`config.mk`:
```
export PLATFORM = sky130hd
export DESIGN_NAME = hkc_hash
export DESIGN_NICKNAME = d
export VERILOG_FILES = /design/src/rtl/core/hkc_pkg.sv /design/src/rtl/core/hkc_hash.sv
export SDC_FILE = /design/constraint.sdc
export NUM_CORES = 1
export LEC_CHECK = 0
export BUFFER_PORTS_ARGS = -buffer_cell sky130_fd_sc_hd__buf_2
export CAP_MARGIN = 0
export CORE_MARGIN = 5
export CORE_UTILIZATION = 55
export CTS_BUF_LIST = sky130_fd_sc_hd__clkbuf_4 sky130_fd_sc_hd__clkbuf_8 sky130_fd_sc_hd__clkbuf_16
export DETAILED_ROUTE_END_ITERATION = 6
export HOLD_SLACK_MARGIN = 0.06
export PLACE_DENSITY_LB_ADDON = 0.12
export SYNTH_ARGS = -nofsm -noshare
export SYNTH_HDL_FRONTEND = slang
export SYNTH_SLANG_ARGS = --single-unit
```
`constraint.sdc`:
```
create_clock -name clk -period 14.65 [get_ports clk]
set_clock_uncertainty 0.05 [all_clocks]
set_input_delay 0 -clock clk [delete_from_list [all_inputs] [get_ports clk]]
set_output_delay 0 -clock clk [all_outputs]
set_load 0.02 [all_outputs]
```
`src/rtl/core/hkc_pkg.sv`:
```
// Shared types and constants for the hashed key cache.
package hkc_pkg;

    // Field widths of the request and result items.
    localparam int KEY_W  = 64;
    localparam int TYPE_W = 8;
    localparam int COL_W  = 16;
    localparam int OCC_W  = 7;
    localparam int CAP_W  = 7;

    // Request modes.
    localparam logic MODE_CHECK  = 1'b0;
    localparam logic MODE_UPDATE = 1'b1;

    // Configuration port layout.
    localparam int CFG_W     = 7;
    localparam int CFG_IDX_W = 1;
    localparam logic [CFG_IDX_W-1:0] CFG_IDX_ENABLE   = 1'b0;
    localparam logic [CFG_IDX_W-1:0] CFG_IDX_CAPACITY = 1'b1;
    localparam logic [CAP_W-1:0]     CAPACITY_RESET   = 7'd64;

    // FNV-1a 64-bit offset basis; the prime is 2^40 + 0x1B3.
    localparam logic [KEY_W-1:0] HASH_BASIS       = 64'hCBF29CE484222325;
    localparam int               HASH_PRIME_SHIFT = 40;
    localparam logic [8:0]       HASH_PRIME_LOW   = 9'h1B3;

    typedef logic [KEY_W-1:0] key_t;

endpackage

```
`src/rtl/core/hkc_hash.sv`:
```
// Iterative FNV-1a style fold of the three request words, one round per cycle.
module hkc_hash (
    input  logic                          clk,
    input  logic                          rst_n,
    input  logic                          go,
    input  hkc_pkg::key_t                 entity_key,
    input  logic [hkc_pkg::TYPE_W-1:0]    type_code,
    input  logic [hkc_pkg::COL_W-1:0]     column_number,
    output logic                          done,
    output hkc_pkg::key_t                 key_hash
);

    localparam logic [1:0] ROUND_ENT  = 2'd0;
    localparam logic [1:0] ROUND_TYPE = 2'd1;
    localparam logic [1:0] ROUND_COL  = 2'd2;

    logic                       run_reg;
    logic                       run_next;
    logic                       done_reg;
    logic                       done_next;
    logic [1:0]                 round_reg;
    logic [1:0]                 round_next;
    hkc_pkg::key_t              h_reg;
    hkc_pkg::key_t              h_next;
    hkc_pkg::key_t              ent_reg;
    logic [hkc_pkg::TYPE_W-1:0] typ_reg;
    logic [hkc_pkg::COL_W-1:0]  col_reg;
    hkc_pkg::key_t              word;
    hkc_pkg::key_t              mixed;
    hkc_pkg::key_t              product;

    // Select the word folded in this round.
    always_comb
    begin
        case (round_reg)
            ROUND_ENT:  word = ent_reg;
            ROUND_TYPE: word = hkc_pkg::KEY_W'(typ_reg);
            ROUND_COL:  word = hkc_pkg::KEY_W'(col_reg);
            default:    word = '0;
        endcase
    end

    // Multiply by the prime as a shift plus a narrow 64 x 9 product.
    assign mixed   = h_reg ^ word;
    assign product = (mixed << hkc_pkg::HASH_PRIME_SHIFT)
                   + (mixed * hkc_pkg::KEY_W'(hkc_pkg::HASH_PRIME_LOW));

    // Round sequencing.
    always_comb
    begin
        run_next   = run_reg;
        round_next = round_reg;
        h_next     = h_reg;
        done_next  = 1'b0;
        if (go)
        begin
            run_next   = 1'b1;
            round_next = ROUND_ENT;
            h_next     = hkc_pkg::HASH_BASIS;
        end
        else if (run_reg)
        begin
            h_next     = product;
            round_next = round_reg + 2'd1;
            if (round_reg == ROUND_COL)
            begin
                run_next  = 1'b0;
                done_next = 1'b1;
            end
        end
    end

    always_ff @(posedge clk or negedge rst_n)
    begin
        if (!rst_n)
        begin
            run_reg   <= 1'b0;
            done_reg  <= 1'b0;
            round_reg <= ROUND_ENT;
        end
        else
        begin
            run_reg   <= run_next;
            done_reg  <= done_next;
            round_reg <= round_next;
        end
    end

    // Operand and accumulator registers carry payload only.
    always_ff @(posedge clk)
    begin
        h_reg <= h_next;
        if (go)
        begin
            ent_reg <= entity_key;
            typ_reg <= type_code;
            col_reg <= column_number;
        end
    end

    assign done     = done_reg;
    assign key_hash = h_reg;

endmodule
```
==> summary.txt, run 1 <==
Setup path
  – CP Data Arrival Time: 8170 ps
  – FF-to-FF setup slack: 6740 ps
  – Critical Path Start Type: flop
  – Slowest stage delay, CP: 720 ps
  – Worst R2R Start: round_reg[0]
  – CP cell instances: inv_1 -> ha_1 -> a222oi_1 -> nor2_1 -> xor2_1 -> ha_1 -> xor2_1 -> ha_1 -> or2_2 -> fa_1 -> fa_1 -> ha_1 -> ha_1 -> a21oi_1 -> o21ai_1 -> a31oi_1 -> a211oi_1 -> a211oi_2 -> o21ai_0 -> o41ai_1 -> o21ai_0 -> mux2i_1 -> o21ai_0
  – Path depth of the worst reg2reg path: 23
  – Kind of critical path: reg2reg
  – Critical path required time: 14910 ps
  – Cell repeated most along the worst path: ha_1
  – CP endpoint kind: flop
  – Slowest cell on the critical path: xor2_1
  – Crit-path max FO: 17
  – Worst reg2reg path endpoint: key_hash[61]

STA
  – Fin crit share: 54.0%
  – Final hold vios: 0
  – Max frequency: 126 MHz
  – Setup Viol. Count Final: 0
  – Minimum clock period: 7910 ps
  – Slew HR: 36.9%
  – RSZ-0062 raised after global routing: no
  – Setup TNS Final: 0 ps
  – Max-slew violation count: 0
  – Worst Tran Pin Value: 944 ps

Clock network
  – CTS tree: done
  – Worst-Skew Late Latency: 460 ps
  – CTS buffer count: 17
  – Postcts setup bufs: 0
  – Clk Tree Root Cell: clkbuf_16
  – Clk sinks: 156
  – CTS Buffer Depth: 2
  – CTS HTree Levels: 4
  – Worst-path clk slew: 80 ps

Placement
  – DP Cell Count: 2273
  – DP HPWL: 40800 um
  – Routability cong.: 0.988
  – Buffers on Ports: 155

Synthesis
  – Number of synthesized flops with an enable pin: 88
  – Syn nets: 2265
  – Synth warn: 0
  – Count of cell types in the netlist: 70
  – Top FF cell, synth: edfxtp_1
  – Synth Instances: 1761
  – Cell Area, Synth: 0.0174 mm^2
  – Asr flop ratio synth: 2.56%
  – Synthesized flop and latch total: 156
  – Synthesized area per cell: 9.90 um^2
  – Seq/Total Area, Yosys: 23.1%

Job
  – Max-cap check violation count: 0

Worst hold path
  – Hold Crit Depth: 2
  – Min-delay worst type: in2reg
  – Hold EP: ent_reg[10]
  – Worst Min Path Start: entity_key[10]

Routing
  – Routed WL per cell: 20.7 um
  – DRC violations left: 0
  – Vias: 12900
  – Antenna Nets Post-Route: 0
  – Vias per cell: 5.38
  – Drt first-iter violations: 762
  – Routed WL: 49500 um
  – TritonRoute pass-1 iters: 6

Die
  – Core area: 0.0314 mm^2
  – Initial core utilization: 55.5%
  – DIE AREA: 0.0354 mm^2
  – Height of the die: 188 um
  – Die width: 188 um
  – Row Count: 65
  – I/O pins: 156

Layout
  – Diode count: 0
  – Commonest non-fill, non-tap cell in the layout: inv_1
  – Post-layout util: 63.8%
  – Commonest non-fill, non-tap cells in the layout: inv_1 (381), fa_1 (231), ha_1 (181)
  – Area Growth Syn to Fin: 14.9%
  – Layout cells sized above 1: 10.7%
  – Nets: 2485
  – Final non-filler cell total: 2396

GRT
  – Antenna violations before repair: 0
  – Number of global-route vias before repair: 13800
  – GRT Util Overall: 29.0%
  – Grt ovf: 0
  – First-pass GRT wire length: 79000 um
  – Largest net degree at the start of global routing: 86

Run status
  – Status: finished, final reports clean
==> stage by stage <==
stage	worst slack [ps]	hold WS [ps]	instance area, um^2
after floorplan	7820	-346	17400
after global placement	6960	-233	18600
after detailed placement	6950	-228	18600
after CTS	6890	169	20000
after global routing	6440	185	20000
final	6740	200	20000
==> layer usage <==
layer | global-route usage (%) | wire length, um
met2 | 49.9 | 24700
met5 | 0 | 0
met1 | 38.9 | 21600
met4 | 6.35 | 813
met3 | 4.90 | 2350
==> final cells by class <==
cell class | instances | area (um^2)
Clock buffer | 18 | 433
Clock inverter | 14 | 139
Fill cell | 2603 | 11400
Inverter | 382 | 1430
Multi-Input combinational cell | 1173 | 11800
Sequential cell | 156 | 4030
Tap cell | 402 | 503
Timing Repair Buffer | 251 | 1730
==> timing repair <==
| action | 4_1_cts | 5_1_grt |
|---|---|---|
| hold buffers | 91 | 0 |
| gates resized for setup | 0 | 0 |
| hold endpoints to repair | 139 | 0 |
==> critical path: cells and delay by family, from the launching register on <==
kind,cells,cell delay (ps)
fa+ha+maj,7,2780
compound gates,10,2750
xor+xnor,2,940
simple gates,2,520
flops,1,430
mux,1,160
buf+inv,1,110
==> cell families after synthesis <==
| group | synth area share, % |
|---|---|
| xor gates and xnor gates | 8.17 |
| muxes | 1.84 |
| DFF | 23.1 |
| and+or+nand+nor | 7.62 |
| adders and majority gates | 39.6 |
| AOI/OAI and AO/OA | 10.3 |
| buffers and inverters | 9.42 |
==> cell usage after synthesis, drive strengths merged, types with 3 or more instances <==
| master | n | area share, % |
|---|---|---|
| inv | 381 | 8.2 |
| fa | 231 | 27 |
| ha | 182 | 13 |
| nor2 | 106 | 2.3 |
| nand2 | 98 | 2.1 |
| xnor2 | 92 | 4.6 |
| edfxtp | 88 | 15 |
| a21oi | 87 | 2.5 |
| xor2 | 68 | 3.4 |
| dfxtp | 64 | 7.3 |
| a21o | 44 | 1.9 |
| o21ai | 42 | 1.2 |
| clkbuf | 36 | 0.78 |
| mux2i | 32 | 1.8 |
| nor3 | 18 | 0.52 |
| nand3 | 15 | 0.43 |
| buf | 14 | 0.42 |
| nand4 | 14 | 0.54 |
| a31oi | 12 | 0.47 |
| nor2b | 12 | 0.43 |
| o21bai | 12 | 0.52 |
| or2 | 10 | 0.36 |
| a222oi | 8 | 0.46 |
| a22oi | 8 | 0.34 |
| o21a | 8 | 0.34 |
| a211o | 7 | 0.35 |
| and2 | 7 | 0.25 |
| o211ai | 6 | 0.26 |
| and3 | 4 | 0.14 |
| dfrtp | 4 | 0.57 |
| o31ai | 4 | 0.17 |
| a211oi | 3 | 0.16 |
| a311oi | 3 | 0.25 |
| nand2b | 3 | 0.11 |
| o2111ai | 3 | 0.15 |
==> worst max path at each step <==
| stage | slack [ps] | start | endpoint | cells after the start |
|---|---|---|---|---|
| after floorplan | 7820 | round_reg[0] | key_hash[62] | 28 |
| after CTS | 6890 | round_reg[0] | key_hash[61] | 23 |
| after detailed placement | 6950 | round_reg[0] | key_hash[61] | 23 |
| after global routing | 6440 | round_reg[0] | key_hash[61] | 23 |
| final | 6740 | round_reg[0] | key_hash[61] | 23 |
| after global placement | 6960 | round_reg[0] | key_hash[61] | 23 |
Power of run 1 is not shown: default switching activity piles up to over one toggle a cycle in this logic, so the estimate is an artifact.
==> run 2: changes to the inputs <==
- clock period: 14.65 -> 6.9 ns (I/O delays scaled with it)
==> run 2 against run 1 <==
Against the previous run: non-clock buffer count grew 155; setup slack lost 6600 ps; hold slack lost 3.7 ps; register-to-register slack lost 6600 ps; die area is the same; count of clock-buffer cells in the layout is the same; critical path depth grew 1; fmax grew 17%; critical path type unchanged; largest cell class unchanged.
==> summary.txt, run 2 (synthesis results as in run 1) <==
Run status
  – Status: finished, final reports clean

Die
  – Die width: 188 um (unchanged)
  – I/O pins: 156 (unchanged)
  – DIE AREA: 0.0354 mm^2 (unchanged)
  – Initial core utilization: 55.5% (unchanged)
  – Row Count: 65 (unchanged)
  – Height of the die: 188 um (unchanged)
  – Core area: 0.0314 mm^2 (unchanged)

Layout
  – Nets: 2640 (+6.2%)
  – Diode count: 0 (unchanged)
  – Layout fillers: 2438 (-6.3%)
  – Commonest non-fill, non-tap cells in the layout: inv_1 (376), fa_1 (230), ha_1 (169)
  – Fin area: 0.0216 mm^2 (+7.8%)
  – Layout cells sized above 1: 19.8% (+9.1 points)
  – Area Growth Syn to Fin: 24.0%
  – Final non-filler cell total: 2551 (+6.5%)
  – Commonest non-fill, non-tap cell in the layout: inv_1

Setup path
  – CP top delay family: adder cells
  – Critical path required time: 7210 ps (-7700 ps)
  – Worst reg2reg path endpoint: key_hash[62]
  – Cell repeated most along the worst path: ha_4
  – FF-to-FF setup slack: 170 ps (-6570 ps)
  – Crit-path max FO: 8 (-9)
  – Slowest cell on the critical path: fa_2
  – CP endpoint kind: flop
  – Worst R2R Start: round_reg[0]
  – Slowest stage delay, CP: 600 ps (-120 ps)
  – Kind of critical path: reg2reg
  – CP bufs+invs: 4 (+3)
  – Critical Path Start Type: flop
  – CP cell instances: buf_4 -> buf_4 -> ha_4 -> a222oi_1 -> nor2_2 -> xor2_2 -> ha_1 -> inv_1 -> fa_1 -> inv_2 -> fa_1 -> fa_2 -> ha_4 -> ha_4 -> nand2_4 -> or3b_4 -> a311oi_4 -> o211a_1 -> o21a_1 -> o2111ai_2 -> nand2_2 -> a31oi_4 -> or4_1 -> and3_4
  – CP Data Arrival Time: 7040 ps (-1130 ps)
  – Path depth of the worst reg2reg path: 24 (+4.3%)

STA
  – Worst setup margin: 170 ps (-6570 ps)
  – Worst Tran Pin Value: 823 ps (-121 ps)
  – Max frequency: 149 MHz (+17%)
  – Max-slew violation count: 0 (unchanged)
  – Final hold vios: 0 (unchanged)
  – Fin crit share: 97.5% (+44 points)
  – RSZ-0062 raised after global routing: yes
  – Setup Viol. Count Final: 0 (unchanged)
  – Setup TNS Final: 0 ps (unchanged)
  – Minimum clock period: 6730 ps (-1180 ps)
  – Slew HR: 45.1% (+8.2 points)

GRT
  – GRT Util Overall: 28.2% (-0.86 points)
  – Grt ovf: 0 (unchanged)
  – Largest net degree at the start of global routing: 94 (+9.3%)
  – Antenna violations before repair: 0 (unchanged)
  – First-pass GRT wire length: 77900 um (-1.4%)
  – Number of global-route vias before repair: 14200 (+3.0%)

Worst hold path
  – Hold EP: ent_reg[26]
  – Min-delay worst type: in2reg
  – Hold Crit Depth: 2 (unchanged)
  – Worst Min Path Start: entity_key[26]

Clock network
  – CTS Buffer Depth: 2 (unchanged)
  – Worst-path clk slew: 80 ps (about the same)
  – CTS tree: done
  – CTS buffer count: 17 (unchanged)
  – CTS HTree Levels: 4 (unchanged)
  – Clk Tree Root Cell: clkbuf_16
  – Clk sinks: 156 (unchanged)
  – Worst-Skew Late Latency: 470 ps (about the same)

Job
  – Max-cap check violation count: 0 (unchanged)

Routing
  – Routed WL: 48900 um (-1.2%)
  – Drt first-iter violations: 712 (-6.6%)
  – TritonRoute pass-1 iters: 5 (-1)
  – Routed WL per cell: 19.2 um (-7.2%)
  – Vias: 13500 (+4.3%)
  – Vias per cell: 5.28 (-2.0%)
  – Antenna Nets Post-Route: 0 (unchanged)
  – DRC violations left: 0 (unchanged)

Placement
  – Buffers on Ports: 155 (unchanged)
  – Worst Setup Slack post-DPL: -152 ps (-7100 ps)
  – Routability cong.: 0.949 (-4.0%)
  – DP Cell Count: 2408 (+5.9%)
  – DP HPWL: 39800 um (-2.3%)
  – Cell Area, Placed: 0.0196 mm^2 (+5.5%)
## run 2: changes by cell type in the layout (fill, tap and decap cells not counted), moves of 6 or more
cell	change
xnor2_1	-6
nor2_1	-7
buf_4	+150
ha_2	+6
xnor2_2	+6
nor2_2	+6
ha_4	+6
xor2_1	-9
ha_1	-12
xor2_2	+9
## run 2: per-stage QoR
stage,util (%),hold WS (ps)
2_1_floorplan,-,-346
3_5_place_dp,62.4,-234
4_1_cts,67.3,175
3_3_place_gp,62.4,-235
6_report,68.8,196
5_1_grt,68.8,191
## run 2: worst max-delay path by stage
stage / from / end / depth (start not counted)
floorplan: round_reg[0] / key_hash[62] / 28
global placement: round_reg[0] / key_hash[44] / 24
detailed placement: round_reg[0] / key_hash[44] / 24
CTS: round_reg[0] / key_hash[44] / 23
global route: round_reg[0] / key_hash[62] / 27
finish: round_reg[0] / key_hash[62] / 24
## run 2: routing by layer
layer	track usage, %	share of wire (%)
met2	46.1	48
met4	7.31	2.5
met1	38.2	43
met3	6.48	5.8
met5	0	0
## run 2: cell type report
class / count / area [um^2] / area share, %
sequential: 156 / 4030 / 18.6
timing repair buffer: 406 / 2940 / 13.6
clock inverter: 14 / 166 / 0.770
multi-input combinational: 1173 / 12100 / 56.0
clock buffer: 18 / 439 / 2.03
inverter: 382 / 1430 / 6.64
tap: 402 / 503 / 2.33
## run 2: timing repair
item,in CTS,in global routing
resized for setup,5,64
hold buffers,91,0
hold endpoints to repair,122,0
pin swaps,0,28
setup buffers,0,20
endpoints found under the setup margin,14,26
## run 2: worst reg2reg max path: stages, from the launching register on
cell and delay, ps:
dfrtp_1 390, buf_4 130, buf_4 140, ha_4 190, a222oi_1 520, nor2_2 150
xor2_2 180, ha_1 300, inv_1 50, fa_1 530, inv_2 50, fa_1 490
fa_2 600, ha_4 220, ha_4 290, nand2_4 50, or3b_4 410, a311oi_4 360
o211a_1 260, o21a_1 190, o2111ai_2 180, nand2_2 150, a31oi_4 100, or4_1 480
and3_4 180
Power of run 2 is left out for the same reason.
==> run 3: changes to the inputs <==
- ABC_AREA: unset -> 1
==> run 3 against run 2 <==
Against the previous run: critical path depth grew 3; synthesized cell count grew 43%; fmax grew 2.0%; count of clock-buffer cells in the layout shrank 1; hold slack lost 24 ps; global-route usage grew 5.8 points; final cell count grew 28%.
==> summary.txt, run 3 <==
GRT
  – Antenna violations before repair: 0 (unchanged)
  – Grt ovf: 0 (unchanged)
  – Largest net degree at the start of global routing: 72 (-23%)
  – GRT Util Overall: 34.0% (+5.8 points)
  – Number of global-route vias before repair: 17500 (+23%)
  – First-pass GRT wire length: 100000 um (+28%)

Synthesis
  – Synth warn: 0 (unchanged)
  – Count of cell types in the netlist: 43 (-39%)
  – Cell Area, Synth: 0.0196 mm^2 (+12%)
  – Synth Instances: 2526 (+43%)
  – Synthesized area per cell: 7.74 um^2 (-22%)
  – Syn nets: 3030 (+34%)
  – Number of synthesized flops with an enable pin: 88 (unchanged)
  – Commonest cells in the synthesized netlist: nand2_1 (691), inv_1 (687), fa_1 (231), ha_1 (182), nand3_1 (106)
  – Seq/Total Area, Yosys: 20.6% (-2.5 points)
  – Count leader, synth: nand2_1
  – Synth top area share: 23.7% (-2.9 points)
  – Synth area leader: fa_1
  – Top FF cell, synth: edfxtp_1
  – Asr flop ratio synth: 2.56% (unchanged)
  – Synthesized flop and latch total: 156 (unchanged)
  – Synth area leaders: fa_1 (24%), edfxtp_1 (14%), nand2_1 (13%), inv_1 (13%), ha_1 (12%)

STA
  – Fin crit share: 95.6% (-1.9 points)
  – Slew HR: 35.9% (-9.3 points)
  – Max-slew violation count: 0 (unchanged)
  – Setup Viol. Count Final: 0 (unchanged)
  – Max frequency: 152 MHz (+2.0%)
  – Minimum clock period: 6600 ps (-132 ps)
  – Worst Tran Pin Value: 961 ps (+138 ps)
  – Worst setup margin: 302 ps (+132 ps)
  – Setup TNS Final: 0 ps (unchanged)
  – Final hold vios: 0 (unchanged)
  – Worst hold margin: 172 ps (-23.6 ps)
  – RSZ-0062 raised after global routing: no

Setup path
  – Setup crit end: key_hash[52]
  – Worst R2R Start: round_reg[0]
  – Crit-path max FO: 11 (+3)
  – Kind of critical path: reg2reg
  – Critical Path Start Type: flop
  – FF-to-FF setup slack: 300 ps (+130 ps)
  – CP Data Arrival Time: 6900 ps (-140 ps)
  – Worst reg2reg path endpoint: key_hash[52]
  – CP endpoint kind: flop
  – Path depth of the worst reg2reg path: 27 (+13%)
  – Crit path from: round_reg[0]
  – Critical path required time: 7200 ps (about the same)

Die
  – Initial core utilization: 55.4% (-0.16 points)
  – Core area: 0.0353 mm^2 (+12%)
  – DIE AREA: 0.0394 mm^2 (+11%)
  – Height of the die: 199 um (+5.6%)
  – Die width: 199 um (+5.6%)
  – I/O pins: 156 (unchanged)
  – Row Count: 69 (+6.2%)

Routing
  – DRC violations left: 0 (unchanged)
  – Routed WL: 65600 um (+34%)
  – Vias per cell: 5.21 (-1.2%)
  – Routed WL per cell: 20.1 um (+4.6%)
  – TritonRoute pass-1 iters: 6 (+1)
  – Drt first-iter violations: 1280 (+80%)
  – Vias: 17000 (+26%)
  – Antenna Nets Post-Route: 0 (unchanged)

Layout
  – Commonest non-fill, non-tap cell in the layout: nand2_1
  – Nets: 3296 (+25%)
  – Commonest non-fill, non-tap cells in the layout: nand2_1 (691), inv_1 (687), fa_1 (231)
  – Area Growth Syn to Fin: 15.3%
  – Layout cells sized above 1: 9.30% (-11 points)
  – Fin area: 0.0225 mm^2 (+4.3%)

Clock network
  – CTS HTree Levels: 4 (unchanged)
  – Worst-Skew Late Latency: 480 ps (about the same)
  – Worst-path clk slew: 90 ps (about the same)
  – Clk Tree Root Cell: clkbuf_16
  – CTS Buffer Depth: 2 (unchanged)
  – CTS buffer count: 17 (unchanged)
  – Clk sinks: 156 (unchanged)
  – Postcts setup bufs: 0 (unchanged)
  – CTS tree: done

Placement
  – Buffers on Ports: 155 (unchanged)
  – DP HPWL: 54400 um (+37%)
  – Routability cong.: 1.03 (+8.7%)
  – Cell Area, Placed: 0.0210 mm^2 (+7.3%)
  – Worst Setup Slack post-DPL: 192 ps (+344 ps)

Run status
  – Status: finished, final reports clean

Job
  – Max-cap check violation count: 0 (unchanged)

Worst hold path
  – Min-delay worst type: in2reg
-- run 3: cell count changes in the layout (fill, tap and decap cells not counted), moves of 39 or more --
cell     previous run  this run
buf_4             155        27
inv_1             376       687
a21o_1             44         5
xnor2_1            86         9
nand2_1            96       691
nand3_1            15       106
-- run 3: per-stage QoR --
stage	utilization, %	cells
final	63.8	3267
after global routing	63.8	3266
after CTS	63.8	3266
after detailed placement	59.5	3143
after global placement	59.5	3143
after floorplan	-	2526
-- run 3: timing repair --
item | CTS | global route
gates resized for setup | 0 | 1
endpoints found under the hold margin | 103 | 0
hold buffers | 91 | 0
endpoints found under the setup margin | 0 | 22
-- run 3: worst min-delay path by stage --
| stage | startpoint | endpoint | slack [ps] | depth (start not counted) |
|---|---|---|---|---|
| detailed placement | rst_n | done | -230 | 1 |
| global route | entity_key[36] | ent_reg[36] | 170 | 2 |
| floorplan | rst_n | done | -350 | 0 |
| finish | entity_key[25] | ent_reg[25] | 170 | 2 |
| global placement | rst_n | done | -230 | 1 |
| CTS | entity_key[38] | ent_reg[38] | 160 | 2 |
-- run 3: kinds of logic (layout without fill, tap and decap cells) --
logic type / after synthesis / count (layout) / synth area share [%]
compound gates: 179 / 179 / 5.33
xor+xnor: 96 / 96 / 4.61
fa+ha+maj: 413 / 413 / 35.3
buf+inv: 717 / 996 / 13.9
flops: 156 / 156 / 20.6
other cells: 0 / 1 / 0
simple gates: 965 / 965 / 20.3
-- run 3: cell type report --
type	count	area [um^2]
flip-flops and latches	156	4020
inverters	691	2590
repair buffers	273	1900
fillers	3105	12800
multi-input cells	1653	12800
diodes	1	2.50
clock buffers	17	425
well taps	461	577
clock inverters	15	186
-- run 3: layer usage --
| layer | GRT usage [%] | up-vias | wire length (um) |
|---|---|---|---|
| li1 | - | 8093 | - |
| met1 | 47.3 | 8169 | 28800 |
| met2 | 53.4 | 649 | 29400 |
| met3 | 5.86 | 114 | 4650 |
| met4 | 13.4 | 0 | 2810 |
| met5 | 0 | - | 0 |
-- run 3: critical path: stages (launching register included) --
cell	delay, ps
dfrtp_1	400
inv_1	130
ha_1	320
buf_4	250
nand2_1	80
nand3_1	100
nand2_1	110
xor2_2	500
inv_1	190
ha_1	380
xnor2_1	230
ha_1	230
or2_2	330
fa_1	540
fa_1	460
ha_1	300
ha_1	400
nand2_1	120
nor2_1	200
nand2_1	90
nand2_1	240
nand2_1	80
nand2_1	160
nand3_1	160
nand3_1	120
nand2_1	50
nand3_1	180
nand2_1	80
Power of run 3 is left out for the same reason.
